### src/design/rolling_variance_stationary_detector_macros.svh
// Assertion macros for the rolling variance stationary detector.
// Used by every RTL file that asserts; needs clk and rst_n in scope.
`ifndef ROLLING_VARIANCE_STATIONARY_DETECTOR_MACROS_SVH
`define ROLLING_VARIANCE_STATIONARY_DETECTOR_MACROS_SVH
`ifndef SYNTH
`define RVSD_ASSERT(lbl, prop) \
  lbl: assert property (@(posedge clk) disable iff (!rst_n) (prop)) \
    else $error("assertion failed");
`define RVSD_ASSERT_NEXT(lbl, ante, cons) \
  lbl: assert property (@(posedge clk) disable iff (!rst_n) (ante) |=> (cons)) \
    else $error("assertion failed");
`else
`define RVSD_ASSERT(lbl, prop)
`define RVSD_ASSERT_NEXT(lbl, ante, cons)
`endif
`endif

### src/design/rvsd_pkg.sv
// Shared widths, register indexes, control struct and helpers for the
// rolling variance stationary detector. No dependencies.
package rvsd_pkg;

  localparam int MAX_WINDOW = 16;
  localparam int DATA_W     = 16;
  localparam int PTR_W      = $clog2(MAX_WINDOW);
  localparam int N_W        = $clog2(MAX_WINDOW + 1);
  localparam int SUM_W      = DATA_W + PTR_W + 1;
  localparam int SQ_W       = 2 * DATA_W + PTR_W - 1;
  localparam int NUM_W      = SQ_W + N_W - 1;
  localparam int DEN_W      = 2 * N_W;
  localparam int CNT_W      = $clog2(NUM_W + 1);
  localparam int VAR_W      = 32;
  localparam int THR_W      = 32;
  localparam int WL_W       = 5;
  localparam int CFG_IDX_W  = 1;
  localparam int CFG_DATA_W = 32;

  localparam logic [CFG_IDX_W-1:0] REG_WINDOW_LENGTH        = 1'b0;
  localparam logic [CFG_IDX_W-1:0] REG_STATIONARY_THRESHOLD = 1'b1;

  localparam logic [WL_W-1:0]  WL_RESET  = WL_W'(5);
  localparam logic [THR_W-1:0] THR_RESET = THR_W'(838861);

  typedef struct packed {
    logic clear;
    logic rd_en;
    logic upd_en;
  } win_ctl_t;

  function automatic logic [N_W-1:0] eff_len(input logic [WL_W-1:0] wl);
    logic [N_W-1:0] res;
    if (wl == '0) begin
      res = N_W'(1);
    end else if (32'(wl) > MAX_WINDOW) begin
      res = N_W'(MAX_WINDOW);
    end else begin
      res = N_W'(wl);
    end
    return res;
  endfunction

endpackage

### src/design/rvsd_win.sv
// Sample window: circular sample store, write pointer, fill flag and
// running sum / sum of squares. Depends on rvsd_pkg.
`include "rolling_variance_stationary_detector_macros.svh"
module rvsd_win (
  input  logic                                clk,
  input  logic                                rst_n,
  input  rvsd_pkg::win_ctl_t                  ctl,
  input  logic [rvsd_pkg::N_W-1:0]            len,
  input  logic signed [rvsd_pkg::DATA_W-1:0]  sample,
  output logic signed [rvsd_pkg::SUM_W-1:0]   sum,
  output logic [rvsd_pkg::SQ_W-1:0]           sumsq,
  output logic [rvsd_pkg::N_W-1:0]            n
);
  import rvsd_pkg::*;

  logic signed [DATA_W-1:0] store [MAX_WINDOW];
  logic signed [DATA_W-1:0] rd_data_r;
  logic [PTR_W-1:0]         wp_r, wp_nxt, wp_eff;
  logic                     full_r, full_nxt;
  logic signed [SUM_W-1:0]  sum_r, sum_nxt;
  logic [SQ_W-1:0]          sq_r, sq_nxt;
  logic [N_W-1:0]           wp_inc;
  logic signed [2*DATA_W-1:0] old_p, new_p;
  logic signed [SUM_W-1:0]  old_ext, new_ext;

  assign wp_eff  = (N_W'(wp_r) >= len) ? '0 : wp_r;
  assign wp_inc  = N_W'(wp_eff) + N_W'(1);
  assign old_p   = rd_data_r * rd_data_r;
  assign new_p   = sample * sample;
  assign old_ext = {{(SUM_W-DATA_W){rd_data_r[DATA_W-1]}}, rd_data_r};
  assign new_ext = {{(SUM_W-DATA_W){sample[DATA_W-1]}}, sample};

  always_comb begin
    sum_nxt = sum_r + new_ext;
    sq_nxt  = sq_r + SQ_W'($unsigned(new_p));
    if (full_r) begin
      sum_nxt = sum_nxt - old_ext;
      sq_nxt  = sq_nxt - SQ_W'($unsigned(old_p));
    end
    if (wp_inc >= len) begin
      wp_nxt   = '0;
      full_nxt = 1'b1;
    end else begin
      wp_nxt   = wp_inc[PTR_W-1:0];
      full_nxt = full_r;
    end
  end

  always_ff @(posedge clk) begin
    if (!rst_n || ctl.clear) begin
      wp_r   <= '0;
      full_r <= 1'b0;
      sum_r  <= '0;
      sq_r   <= '0;
    end else if (ctl.upd_en) begin
      wp_r   <= wp_nxt;
      full_r <= full_nxt;
      sum_r  <= sum_nxt;
      sq_r   <= sq_nxt;
    end
  end

  always_ff @(posedge clk) begin
    if (ctl.rd_en) begin
      rd_data_r <= store[wp_eff];
    end
    if (ctl.upd_en) begin
      store[wp_eff] <= sample;
    end
  end

  assign sum   = sum_r;
  assign sumsq = sq_r;
  assign n     = full_r ? len : N_W'(wp_r);

  `RVSD_ASSERT_NEXT(a_clear_empties, ctl.clear, wp_r == '0 && !full_r && sum_r == '0 && sq_r == '0)
  `RVSD_ASSERT(a_ptr_in_window, N_W'(wp_r) < len)
  `RVSD_ASSERT(a_ctl_exclusive, !(ctl.rd_en && ctl.upd_en))

endmodule

### src/design/rvsd_div.sv
// Restoring divider, one quotient bit per cycle, shared by every item.
// Depends on rvsd_pkg.
`include "rolling_variance_stationary_detector_macros.svh"
module rvsd_div (
  input  logic                        clk,
  input  logic                        rst_n,
  input  logic                        start,
  input  logic [rvsd_pkg::NUM_W-1:0]  dividend,
  input  logic [rvsd_pkg::DEN_W-1:0]  divisor,
  output logic                        done,
  output logic [rvsd_pkg::NUM_W-1:0]  quotient
);
  import rvsd_pkg::*;

  logic [NUM_W-1:0] quo_r;
  logic [DEN_W-1:0] dvs_r;
  logic [DEN_W:0]   rem_r, rem_sh;
  logic [CNT_W-1:0] cnt_r;
  logic             busy_r, done_r, fit;

  assign rem_sh = {rem_r[DEN_W-1:0], quo_r[NUM_W-1]};
  assign fit    = rem_sh >= {1'b0, dvs_r};

  always_ff @(posedge clk) begin
    if (!rst_n) begin
      busy_r <= 1'b0;
      done_r <= 1'b0;
      cnt_r  <= '0;
    end else if (start) begin
      busy_r <= 1'b1;
      done_r <= 1'b0;
      cnt_r  <= CNT_W'(NUM_W);
    end else if (busy_r) begin
      cnt_r  <= cnt_r - CNT_W'(1);
      busy_r <= cnt_r != CNT_W'(1);
      done_r <= cnt_r == CNT_W'(1);
    end else begin
      done_r <= 1'b0;
    end
  end

  always_ff @(posedge clk) begin
    if (start) begin
      quo_r <= dividend;
      dvs_r <= divisor;
      rem_r <= '0;
    end else if (busy_r) begin
      quo_r <= {quo_r[NUM_W-2:0], fit};
      rem_r <= fit ? rem_sh - {1'b0, dvs_r} : rem_sh;
    end
  end

  assign done     = done_r;
  assign quotient = quo_r;

  `RVSD_ASSERT(a_busy_counts, !busy_r || cnt_r != '0)
  `RVSD_ASSERT(a_done_idle, !done_r || !busy_r)
  `RVSD_ASSERT(a_start_idle, !start || !busy_r)

endmodule

### src/design/rolling_variance_stationary_detector.sv
// Rolling window variance with stationary flag; top level and sequencer.
// Sequence per transaction: S_UPD, S_MUL_A, S_MUL_B, S_SUB, S_DIV, S_OUT; S_DIV
// runs the 39-step shared divider and is skipped when fewer than two samples are
// held or the spread is zero. Input stalls until the result is taken.
// Reset (rst_n low, synchronous) empties the window, length 5, threshold 838861.
// Depends on rvsd_pkg, rvsd_win, rvsd_div and the macros header.
`include "rolling_variance_stationary_detector_macros.svh"
module rolling_variance_stationary_detector (
  input  logic                                    clk,
  input  logic                                    rst_n,
  input  logic                                    in_valid,
  output logic                                    in_stall,
  input  logic signed [rvsd_pkg::DATA_W-1:0]      in_sample,
  output logic                                    out_valid,
  input  logic                                    out_stall,
  output logic [rvsd_pkg::VAR_W-1:0]              out_variance,
  output logic                                    out_stationary,
  output logic [rvsd_pkg::N_W-1:0]                out_samples_held,
  input  logic                                    cfg_we,
  input  logic [rvsd_pkg::CFG_IDX_W-1:0]          cfg_index,
  input  logic [rvsd_pkg::CFG_DATA_W-1:0]         cfg_data
);
  import rvsd_pkg::*;

  typedef enum logic [2:0] {
    S_IDLE, S_UPD, S_MUL_A, S_MUL_B, S_SUB, S_DIV, S_OUT
  } state_t;

  state_t                  state_r;
  logic [WL_W-1:0]         wl_r;
  logic [THR_W-1:0]        thr_r;
  logic signed [DATA_W-1:0] sample_r;
  logic signed [NUM_W:0]   prod_a_r, prod_b_r, num;
  logic [VAR_W-1:0]        var_r;
  logic [N_W-1:0]          n_r, len, n;
  logic signed [SUM_W-1:0] sum;
  logic [SQ_W-1:0]         sumsq;
  logic signed [SQ_W:0]    mul_x;
  logic signed [SUM_W:0]   mul_y;
  logic signed [SQ_W+SUM_W+1:0] mul_p;
  logic [DEN_W-1:0]        den;
  logic                    accept, div_start, div_done, num_pos;
  logic [NUM_W-1:0]        quotient;
  win_ctl_t                wctl;

  assign len    = eff_len(wl_r);
  assign accept = in_valid && !in_stall;

  assign wctl.clear  = cfg_we && (cfg_index == REG_WINDOW_LENGTH);
  assign wctl.rd_en  = accept;
  assign wctl.upd_en = (state_r == S_UPD);

  rvsd_win u_win (
    .clk    (clk),
    .rst_n  (rst_n),
    .ctl    (wctl),
    .len    (len),
    .sample (sample_r),
    .sum    (sum),
    .sumsq  (sumsq),
    .n      (n)
  );

  // one multiplier, used for n*sumsq then sum*sum
  always_comb begin
    if (state_r == S_MUL_A) begin
      mul_x = $signed({1'b0, sumsq});
      mul_y = $signed({{(SUM_W+1-N_W){1'b0}}, n});
    end else begin
      mul_x = {{(SQ_W+1-SUM_W){sum[SUM_W-1]}}, sum};
      mul_y = {sum[SUM_W-1], sum};
    end
  end
  assign mul_p = mul_x * mul_y;

  assign num       = prod_a_r - prod_b_r;
  assign num_pos   = !num[NUM_W] && (num != '0);
  assign den       = n_r * (n_r - N_W'(1));
  assign div_start = (state_r == S_SUB) && (n_r >= N_W'(2)) && num_pos;

  rvsd_div u_div (
    .clk      (clk),
    .rst_n    (rst_n),
    .start    (div_start),
    .dividend (num[NUM_W-1:0]),
    .divisor  (den),
    .done     (div_done),
    .quotient (quotient)
  );

  always_ff @(posedge clk) begin
    if (!rst_n) begin
      wl_r  <= WL_RESET;
      thr_r <= THR_RESET;
    end else if (cfg_we) begin
      unique case (cfg_index)
        REG_WINDOW_LENGTH:        wl_r  <= cfg_data[WL_W-1:0];
        REG_STATIONARY_THRESHOLD: thr_r <= cfg_data[THR_W-1:0];
        default: ;
      endcase
    end
  end

  always_ff @(posedge clk) begin
    if (!rst_n) begin
      state_r <= S_IDLE;
    end else begin
      unique case (state_r)
        S_IDLE: begin
          if (accept) begin
            sample_r <= in_sample;
            state_r  <= S_UPD;
          end
        end
        S_UPD: state_r <= S_MUL_A;
        S_MUL_A: begin
          prod_a_r <= mul_p[NUM_W:0];
          n_r      <= n;
          state_r  <= S_MUL_B;
        end
        S_MUL_B: begin
          prod_b_r <= mul_p[NUM_W:0];
          state_r  <= S_SUB;
        end
        S_SUB: begin
          if (div_start) begin
            state_r <= S_DIV;
          end else begin
            var_r   <= '0;
            state_r <= S_OUT;
          end
        end
        S_DIV: begin
          if (div_done) begin
            var_r   <= (|quotient[NUM_W-1:VAR_W]) ? '1 : quotient[VAR_W-1:0];
            state_r <= S_OUT;
          end
        end
        S_OUT: begin
          if (!out_stall) begin
            state_r <= S_IDLE;
          end
        end
        default: state_r <= S_IDLE;
      endcase
    end
  end

  assign in_stall         = (state_r != S_IDLE);
  assign out_valid        = (state_r == S_OUT);
  assign out_variance     = var_r;
  assign out_stationary   = var_r < thr_r;
  assign out_samples_held = n_r;

  `RVSD_ASSERT(a_one_item, !(out_valid && !in_stall))
  `RVSD_ASSERT_NEXT(a_div_to_out, state_r == S_DIV && div_done, state_r == S_OUT)
  `RVSD_ASSERT(a_short_window_zero, !(out_valid && out_samples_held < N_W'(2)) || out_variance == '0)

endmodule
### config.mk
export PLATFORM = sky130hd
export DESIGN_NAME = rolling_variance_stationary_detector
export DESIGN_NICKNAME = d
export VERILOG_FILES = /design/src/design/rvsd_pkg.sv /design/src/design/rvsd_win.sv /design/src/design/rvsd_div.sv /design/src/design/rolling_variance_stationary_detector.sv
export VERILOG_INCLUDE_DIRS = /design/src /design/src/design
export SDC_FILE = /design/constraint.sdc
export NUM_CORES = 2
export LEC_CHECK = 0
export ABC_AREA = 1
export BUFFER_PORTS_ARGS = -buffer_cell sky130_fd_sc_hd__buf_2
export CORE_UTILIZATION = 34
export CTS_BUF_LIST = sky130_fd_sc_hd__clkbuf_8
export CTS_CLUSTER_DIAMETER = 40
export CTS_CLUSTER_SIZE = 10
export DETAILED_ROUTE_END_ITERATION = 8
export HOLD_SLACK_MARGIN = 0.05
export SETUP_SLACK_MARGIN = 0.5
export SYNTH_ARGS = -nofsm -noshare
export SYNTH_HDL_FRONTEND = slang
export SYNTH_SLANG_ARGS = --single-unit
### constraint.sdc
create_clock -name clk -period 25.2 [get_ports clk]
set_clock_uncertainty 0.15 [all_clocks]
set_input_delay 2.52 -clock clk [delete_from_list [all_inputs] [get_ports clk]]
set_output_delay 2.52 -clock clk [all_outputs]
set_load 0.01 [all_outputs]
=== Yosys cells after proc, flatten, opt, wreduce, memory -nomap -nowiden ===
Memories as Yosys holds them, arrays and structs flattened. A register that Yosys moved wholly into a read port is not among the register bits.
Cells that the tools add are included.

* Bits in registers: 301
* RAM bits: 256
* Input bits: 54
* Output and inout bits: 40
* Memories: 1

* Add/sub/neg operators: 9
* Multipliers: 4
* $lt $le $gt $ge: 6
* Equality and inequality tests: 12
* Muxes and demuxes: 27
* Bitwise gates (word level): 3
* Reductions and logical operators: 26

{| class="wikitable"
|+ Memories
! memory !! depth !! width !! read ports !! clocked after Yosys merged registers in !! write ports !! RTL line !! RTL
|-
| u_win.store || 16 || 16 || 1 || 1 || 1 || rvsd_win.sv:16 || <nowiki>logic signed [DATA_W-1:0] store [MAX_WINDOW];</nowiki>
|}

{| class="wikitable"
|+ Operator list
! kind !! count
|-
| $mux 32 || 3
|-
| $mux 39 || 2
|-
| $mul 16x16->32 || 2
|-
| $pmux 32 s2 || 1
|-
| $mul 36x22->40 || 1
|-
| $reduce_bool 40->1 || 1
|-
| $sub 40x40->40 || 1
|-
| $mux 36 || 1
|-
| $add 35x32->35 || 1
|-
| $mux 35 || 1
|-
| $sub 35x32->35 || 1
|-
| $lt 32x32->1 || 1
|-
| $mux 22 || 1
|-
| $add 21x16->21 || 1
|-
| $mux 21 || 1
|-
| $pmux 3 s7 || 1
|-
| $sub 21x16->21 || 1
|-
| $mux 5 || 3
|-
| $mux 6 || 2
|-
| $ge 11x10->1 || 1
|-
| $mul 6x6->10 || 1
|-
| $mux 10 || 1
|-
| $reduce_and 2->1 || 5
|-
| $sub 10x10->10 || 1
|-
| other kinds (31) || 52
|}

=== Logic depth before layout (Yosys ltp) ===
* Depth after elaboration: 8
* Mapped depth: 50
* Gate-level depth less buffers: 49

=== By module ===
From an unflattened synthesis, not the netlist that was laid out.

* Cells, all modules: 8508
* Area, all modules: 71045.6 um^2

{| class="wikitable"
|+ Modules (own cells, without submodules)
! module !! times used !! cells each !! area an instance (um^2)
|-
| rvsd_win || 1 || 4278 || 37060.5
|-
| rolling_variance_stationary_detector || 1 || 3822 || 30585.6
|-
| rvsd_div || 1 || 408 || 3399.5
|}

=== Least setup slack after synthesis ===
No wires, ideal clock.

* Path type: flip-flop to flip-flop
* From: reg sample_r[2]
* To: reg u_win.sq_r[33], in the netlist u_win.sumsq[33]
* Library setup time: 109 ps
* Data arrival time: 8385 ps
* Setup slack: 16556 ps
* Stages on the path, launching flop included: 42
* Buffers on the path: 2
* Path through: edfxtp_1 > clkbuf_1 > clkbuf_1 > nand2_1 > fa_1 > fa_1 > fa_1 > inv_1 > fa_1 > fa_1 > inv_1 > fa_1 > inv_1 > ha_1 > a21oi_1 > inv_1 > a21oi_1 > o21ai_0 > [... 6 more ...] > a21oi_1 > a21boi_0 > o21ai_1 > nand2_1 > nand2_1 > xor2_1 > ha_1 > nand2_1 > a21oi_1 > a211oi_1 > o221a_2 > o21ai_0 > a21oi_1 > nand3_1 > a21oi_1 > o21ai_0 > nand2_1 > inv_1

* Word-level cells in the longest chain between the ends: 4

{| class="wikitable"
|+ Ends and longest elaborated chain
! element !! RTL line !! RTL
|-
| start: declaration || rolling_variance_stationary_detector.sv:32 || <nowiki>logic signed [DATA_W-1:0] sample_r;</nowiki>
|-
| start signal: assignment || rolling_variance_stationary_detector.sv:111 || <nowiki>sample_r <= in_sample;</nowiki>
|-
| $mul 16x16->32 (*) || rvsd_win.sv:29 || <nowiki>assign new_p = sample * sample;</nowiki>
|-
| $add 35x32->35 (*) || rvsd_win.sv:35 || <nowiki>sq_nxt = sq_r + SQ_W'($unsigned(new_p));</nowiki>
|-
| $sub 35x32->35 || rvsd_win.sv:38 || <nowiki>sq_nxt = sq_nxt - SQ_W'($unsigned(old_p));</nowiki>
|-
| $mux 35 (*) || rvsd_win.sv:36 || <nowiki>if (full_r) begin</nowiki>
|-
| end signal: assignment || rvsd_win.sv:59 || <nowiki>sq_r <= sq_nxt;</nowiki>
|-
| end: declaration || rvsd_win.sv:21 || <nowiki>logic [SQ_W-1:0] sq_r, sq_nxt;</nowiki>
|}

Every way passes the cells marked *; elsewhere a longest branch is shown, timed or not.
A chain may end at the register's enable or synchronous reset.

=== Final worst setup path ===
* From: reg u_win.full_r
* To: reg prod_b_r[37] (data pin)

* Word-level cells in the longest chain between the ends: 3

{| class="wikitable"
|+ Ends and longest elaborated chain
! element !! RTL line !! RTL
|-
| start: declaration || rvsd_win.sv:19 || <nowiki>logic full_r, full_nxt;</nowiki>
|-
| start signal: assignment || rvsd_win.sv:57 || <nowiki>full_r <= full_nxt;</nowiki>
|-
| $mux 5 || rvsd_win.sv:74 || <nowiki>assign n = full_r ? len : N_W'(wp_r);</nowiki>
|-
| net n[1] || rolling_variance_stationary_detector.sv:35 || <nowiki>logic [N_W-1:0] n_r, len, n;</nowiki>
|-
| $mux 22 || rolling_variance_stationary_detector.sv:66 || <nowiki>if (state_r == S_MUL_A) begin</nowiki>
|-
| $mul 36x22->40 || rolling_variance_stationary_detector.sv:74 || <nowiki>assign mul_p = mul_x * mul_y;</nowiki>
|-
| net mul_p[37] || rolling_variance_stationary_detector.sv:40 || <nowiki>logic signed [SQ_W+SUM_W+1:0] mul_p;</nowiki>
|-
| end signal: assignment || rolling_variance_stationary_detector.sv:122 || <nowiki>prod_b_r <= mul_p[NUM_W:0];</nowiki>
|-
| end: declaration || rolling_variance_stationary_detector.sv:33 || <nowiki>logic signed [NUM_W:0] prod_a_r, prod_b_r, num;</nowiki>
|}

The timed path passes the listed nets, and every way through them passes these cells.

==> results.txt <==
Gpl congestion: 0.982
Syn Area/Cell: 8.52 sq um
Crit end category: flip-flop
Remaining global-route overflow: 0
Final worst path period share: 40.1%
Setup TNS: 0 ps
Initial antenna violation count: 7
Post-Synth Simple-Gate Area: 14.7%
Worst Tran Pin Value: 1190 ps
Status: completed
Root Buffer: clkbuf_8
CP max-delay cell: inv_1
Die Ht: 456 um
Synth Area in Compound Gates: 8.32%
Via density: 4.92
CP max stage delay: 940 ps
Fmax: 99.0 MHz
Crit path DAT: 10530 ps
Die area: 0.207 sq mm
Post-CTS sizing: 0
Core Rows: 166
Setup Fix Bufs, Post-CTS: 0
Sequential area share after synthesis: 22.9%
GRT Total Usage: 19.6%
Initial Util: 34.2%
Crit path max-delay family: adder cells
Synth Net Count: 9822
Ports: 94
DR vias: 54160
Buf/Inv on CP: 6
Synth Instances: 8212
Asr flop ratio synth: 0%
Hpwl dp: 159 mm
Pins Over Slew Limit: 0
DRT Wirelength: 200 mm
Wire length per cell: 18.1 um
Crit start category: flip-flop
Crit path time final: 10110 ps
Synth Cell Area: 0.0699 sq mm
Share of cells above drive strength 1: 5.31%
Main combinational cell family by area after synthesis: adder cells
Distinct cells, synth: 65
Endpoints failing setup: 0
First-pass GRT wire length: 320 mm
# fillers: 20836
Clk pin slew, worst setup/hold paths: 60 ps
# hold bufs at CTS: 0
Clk_lat worst skew: 840 ps
Vias in the first global route: 57105
Drt pass-1 iters: 7
Slew headroom: 20.6%
CTS tree: built
Synth Flop Type: edfxtp_1
Port bufs: 93
CTS max path bufs: 3
CP Class: reg2reg
DRT iter0 DRCs: 3855
H-tree lvl count: 3
Num CTS Buffers: 101
Core ar.: 0.205 sq mm
Hold Crit Class: reg2reg
Fin nets: 9858
DRT antenna net count: 0
WP data required: 25620 ps
Most frequent cell on the critical path: fa_1
YS warnings: 0
Unrepaired setup endpoints after global routing: no
# DRC: 0
Num Clock Sinks: 572
Adder-Cell Fraction of Synth Area: 38.9%
Mux contribution to synthesized area: 0%
Crit Path Max Fanout: 42
Post-Synth XOR/XNOR Area: 2.98%
Post-synth EDFFs: 453
Final hold vios: 0
Die X: 456 um
Seq cells post-synth: 572
Pin count of the biggest net entering global routing: 74
P&R area growth vs syn: 8.51%
Max Cap Viol: 0
flip-flops by register name (all words and copies together), names as in the netlist, 4 cells and up:
| signal | flops |
|---|---|
| wl_r | 5 |
| u_win.rd_data_r | 16 |
| out_variance | 32 |
| u_div.cnt_r | 6 |
| sample_r | 16 |
| prod_a_r | 40 |
| u_win.sum | 21 |
| u_div.dvs_r | 9 |
| out_samples_held | 5 |
| u_win.sumsq | 35 |
| u_win.store | 256 |
| prod_b_r | 40 |
| u_div.quotient | 39 |
| u_win.wp_r | 4 |
| u_div.rem_r | 10 |
| thr_r | 32 |
routing by layer:
layer  vias to the layer above  routed length, um  global-route usage [%]
met4                         8               5850                    5.89
met1                     26835              88200                    26.4
met5                         -                 37                       0
met3                       329              13400                    3.13
met2                      1728              92400                    32.3
li1                      25260                  -                       -
kinds of logic after synthesis:
logic type / after synthesis
compound gates: 1035
xor+xnor: 236
fa+ha+maj: 1556
buf+inv: 2264
flops: 572
simple gates: 2549
per-stage QoR:
stage	instances	hold WS [ps]	utilization [%]	cell area, sq um	worst slack (ps)
3_5_place_dp	10833	301	35.9	73500	15210
5_1_grt	11018	319	37.1	75900	14480
4_1_cts	11016	310	37.1	75900	15190
3_3_place_gp	10833	295	35.9	73500	15200
2_1_floorplan	8212	283	-	69900	16560
6_report	11018	305	37.1	75900	15090
placed cells by master, fill, tap and decap left out, types with 7 or more instances in the layout:
master / count
nand2_2: 10
nor3_1: 40
nand4_1: 53
nor4_1: 9
clkinvlp_4: 8
a31oi_1: 21
nor2_1: 546
buf_4: 88
inv_6: 12
inv_2: 9
o211ai_1: 79
or2_2: 22
nand3b_1: 9
nand2_1: 1644
o21ai_2: 13
buf_2: 93
bufinv_16: 17
o21ai_0: 349
o22ai_1: 64
a21oi_1: 395
a21o_1: 24
a211oi_1: 7
xnor2_1: 95
o21bai_1: 14
dfxtp_1: 117
nand3_1: 170
ha_1: 528
fa_1: 1028
nor2_2: 11
o21ai_1: 15
xor2_1: 139
a21boi_0: 9
clkinv_1: 19
inv_1: 2010
o21a_1: 13
clkbuf_8: 104
edfxtp_1: 453
tightest hold or removal path: cells and delay by family (launching register included):
| family | cells | cell delay [ps] |
|---|---|---|
| AOI/OAI and AO/OA | 1 | 60 |
| DFF | 1 | 290 |
| buffers and inverters | 1 | 60 |
final cells by class:
type / count / area (sq um) / share of cell area (%)
clock buffers: 104 / 1430 / 1.89
repair buffers: 181 / 1130 / 1.48
well taps: 2688 / 3360 / 4.43
multi-input cells: 5376 / 45400 / 59.9
inverters: 2016 / 7590 / 10.0
diodes: 2 / 5.00 / 0.00660
flip-flops and latches: 572 / 16000 / 21.1
clock inverters: 79 / 928 / 1.22
cells in the mapped netlist, types with 4 or more instances:
cell | n | area share, %
clkbuf_1 | 219 | 1.2
buf_6 | 5 | 0.081
inv_1 | 1998 | 11
nand2_2 | 9 | 0.081
ha_1 | 528 | 9.4
o21ai_1 | 16 | 0.11
nand2_4 | 6 | 0.097
buf_2 | 12 | 0.086
xor2_1 | 139 | 1.7
nor4_1 | 10 | 0.089
a21o_1 | 24 | 0.26
clkinv_1 | 7 | 0.038
nand3_1 | 171 | 1.2
o31ai_1 | 5 | 0.054
a21oi_1 | 395 | 2.8
nor2_2 | 4 | 0.036
nor3_2 | 4 | 0.057
o21bai_1 | 14 | 0.15
dfxtp_1 | 119 | 3.4
edfxtp_1 | 453 | 19
a211oi_1 | 7 | 0.075
buf_1 | 11 | 0.059
o21ai_2 | 12 | 0.15
or2_2 | 22 | 0.20
a21boi_0 | 9 | 0.097
nand3b_1 | 9 | 0.097
nand4_1 | 53 | 0.47
o221ai_1 | 4 | 0.050
o211ai_1 | 79 | 0.85
o21ai_0 | 349 | 2.5
a31oi_1 | 21 | 0.19
nor3_1 | 41 | 0.29
o21a_1 | 13 | 0.14
fa_1 | 1028 | 29
nand2_1 | 1645 | 8.8
inv_2 | 9 | 0.048
nor2_1 | 557 | 3.0
a221oi_1 | 4 | 0.050
xnor2_1 | 95 | 1.2
o22ai_1 | 64 | 0.57
path summary, 6_finish.rpt:
path	cells after the start	slack [ps]	startpoint	endpoint
worst max-delay path	30	15090	u_win.full_r	prod_b_r[37]
worst min-delay path	2	310	thr_r[1]	thr_r[1]
worst max register to register	30	15090	u_win.full_r	prod_b_r[37]
worst min register to register	2	310	thr_r[1]	thr_r[1]
Power is not shown: default switching activity piles up to over one toggle a cycle in this logic, so the estimate is an artifact.
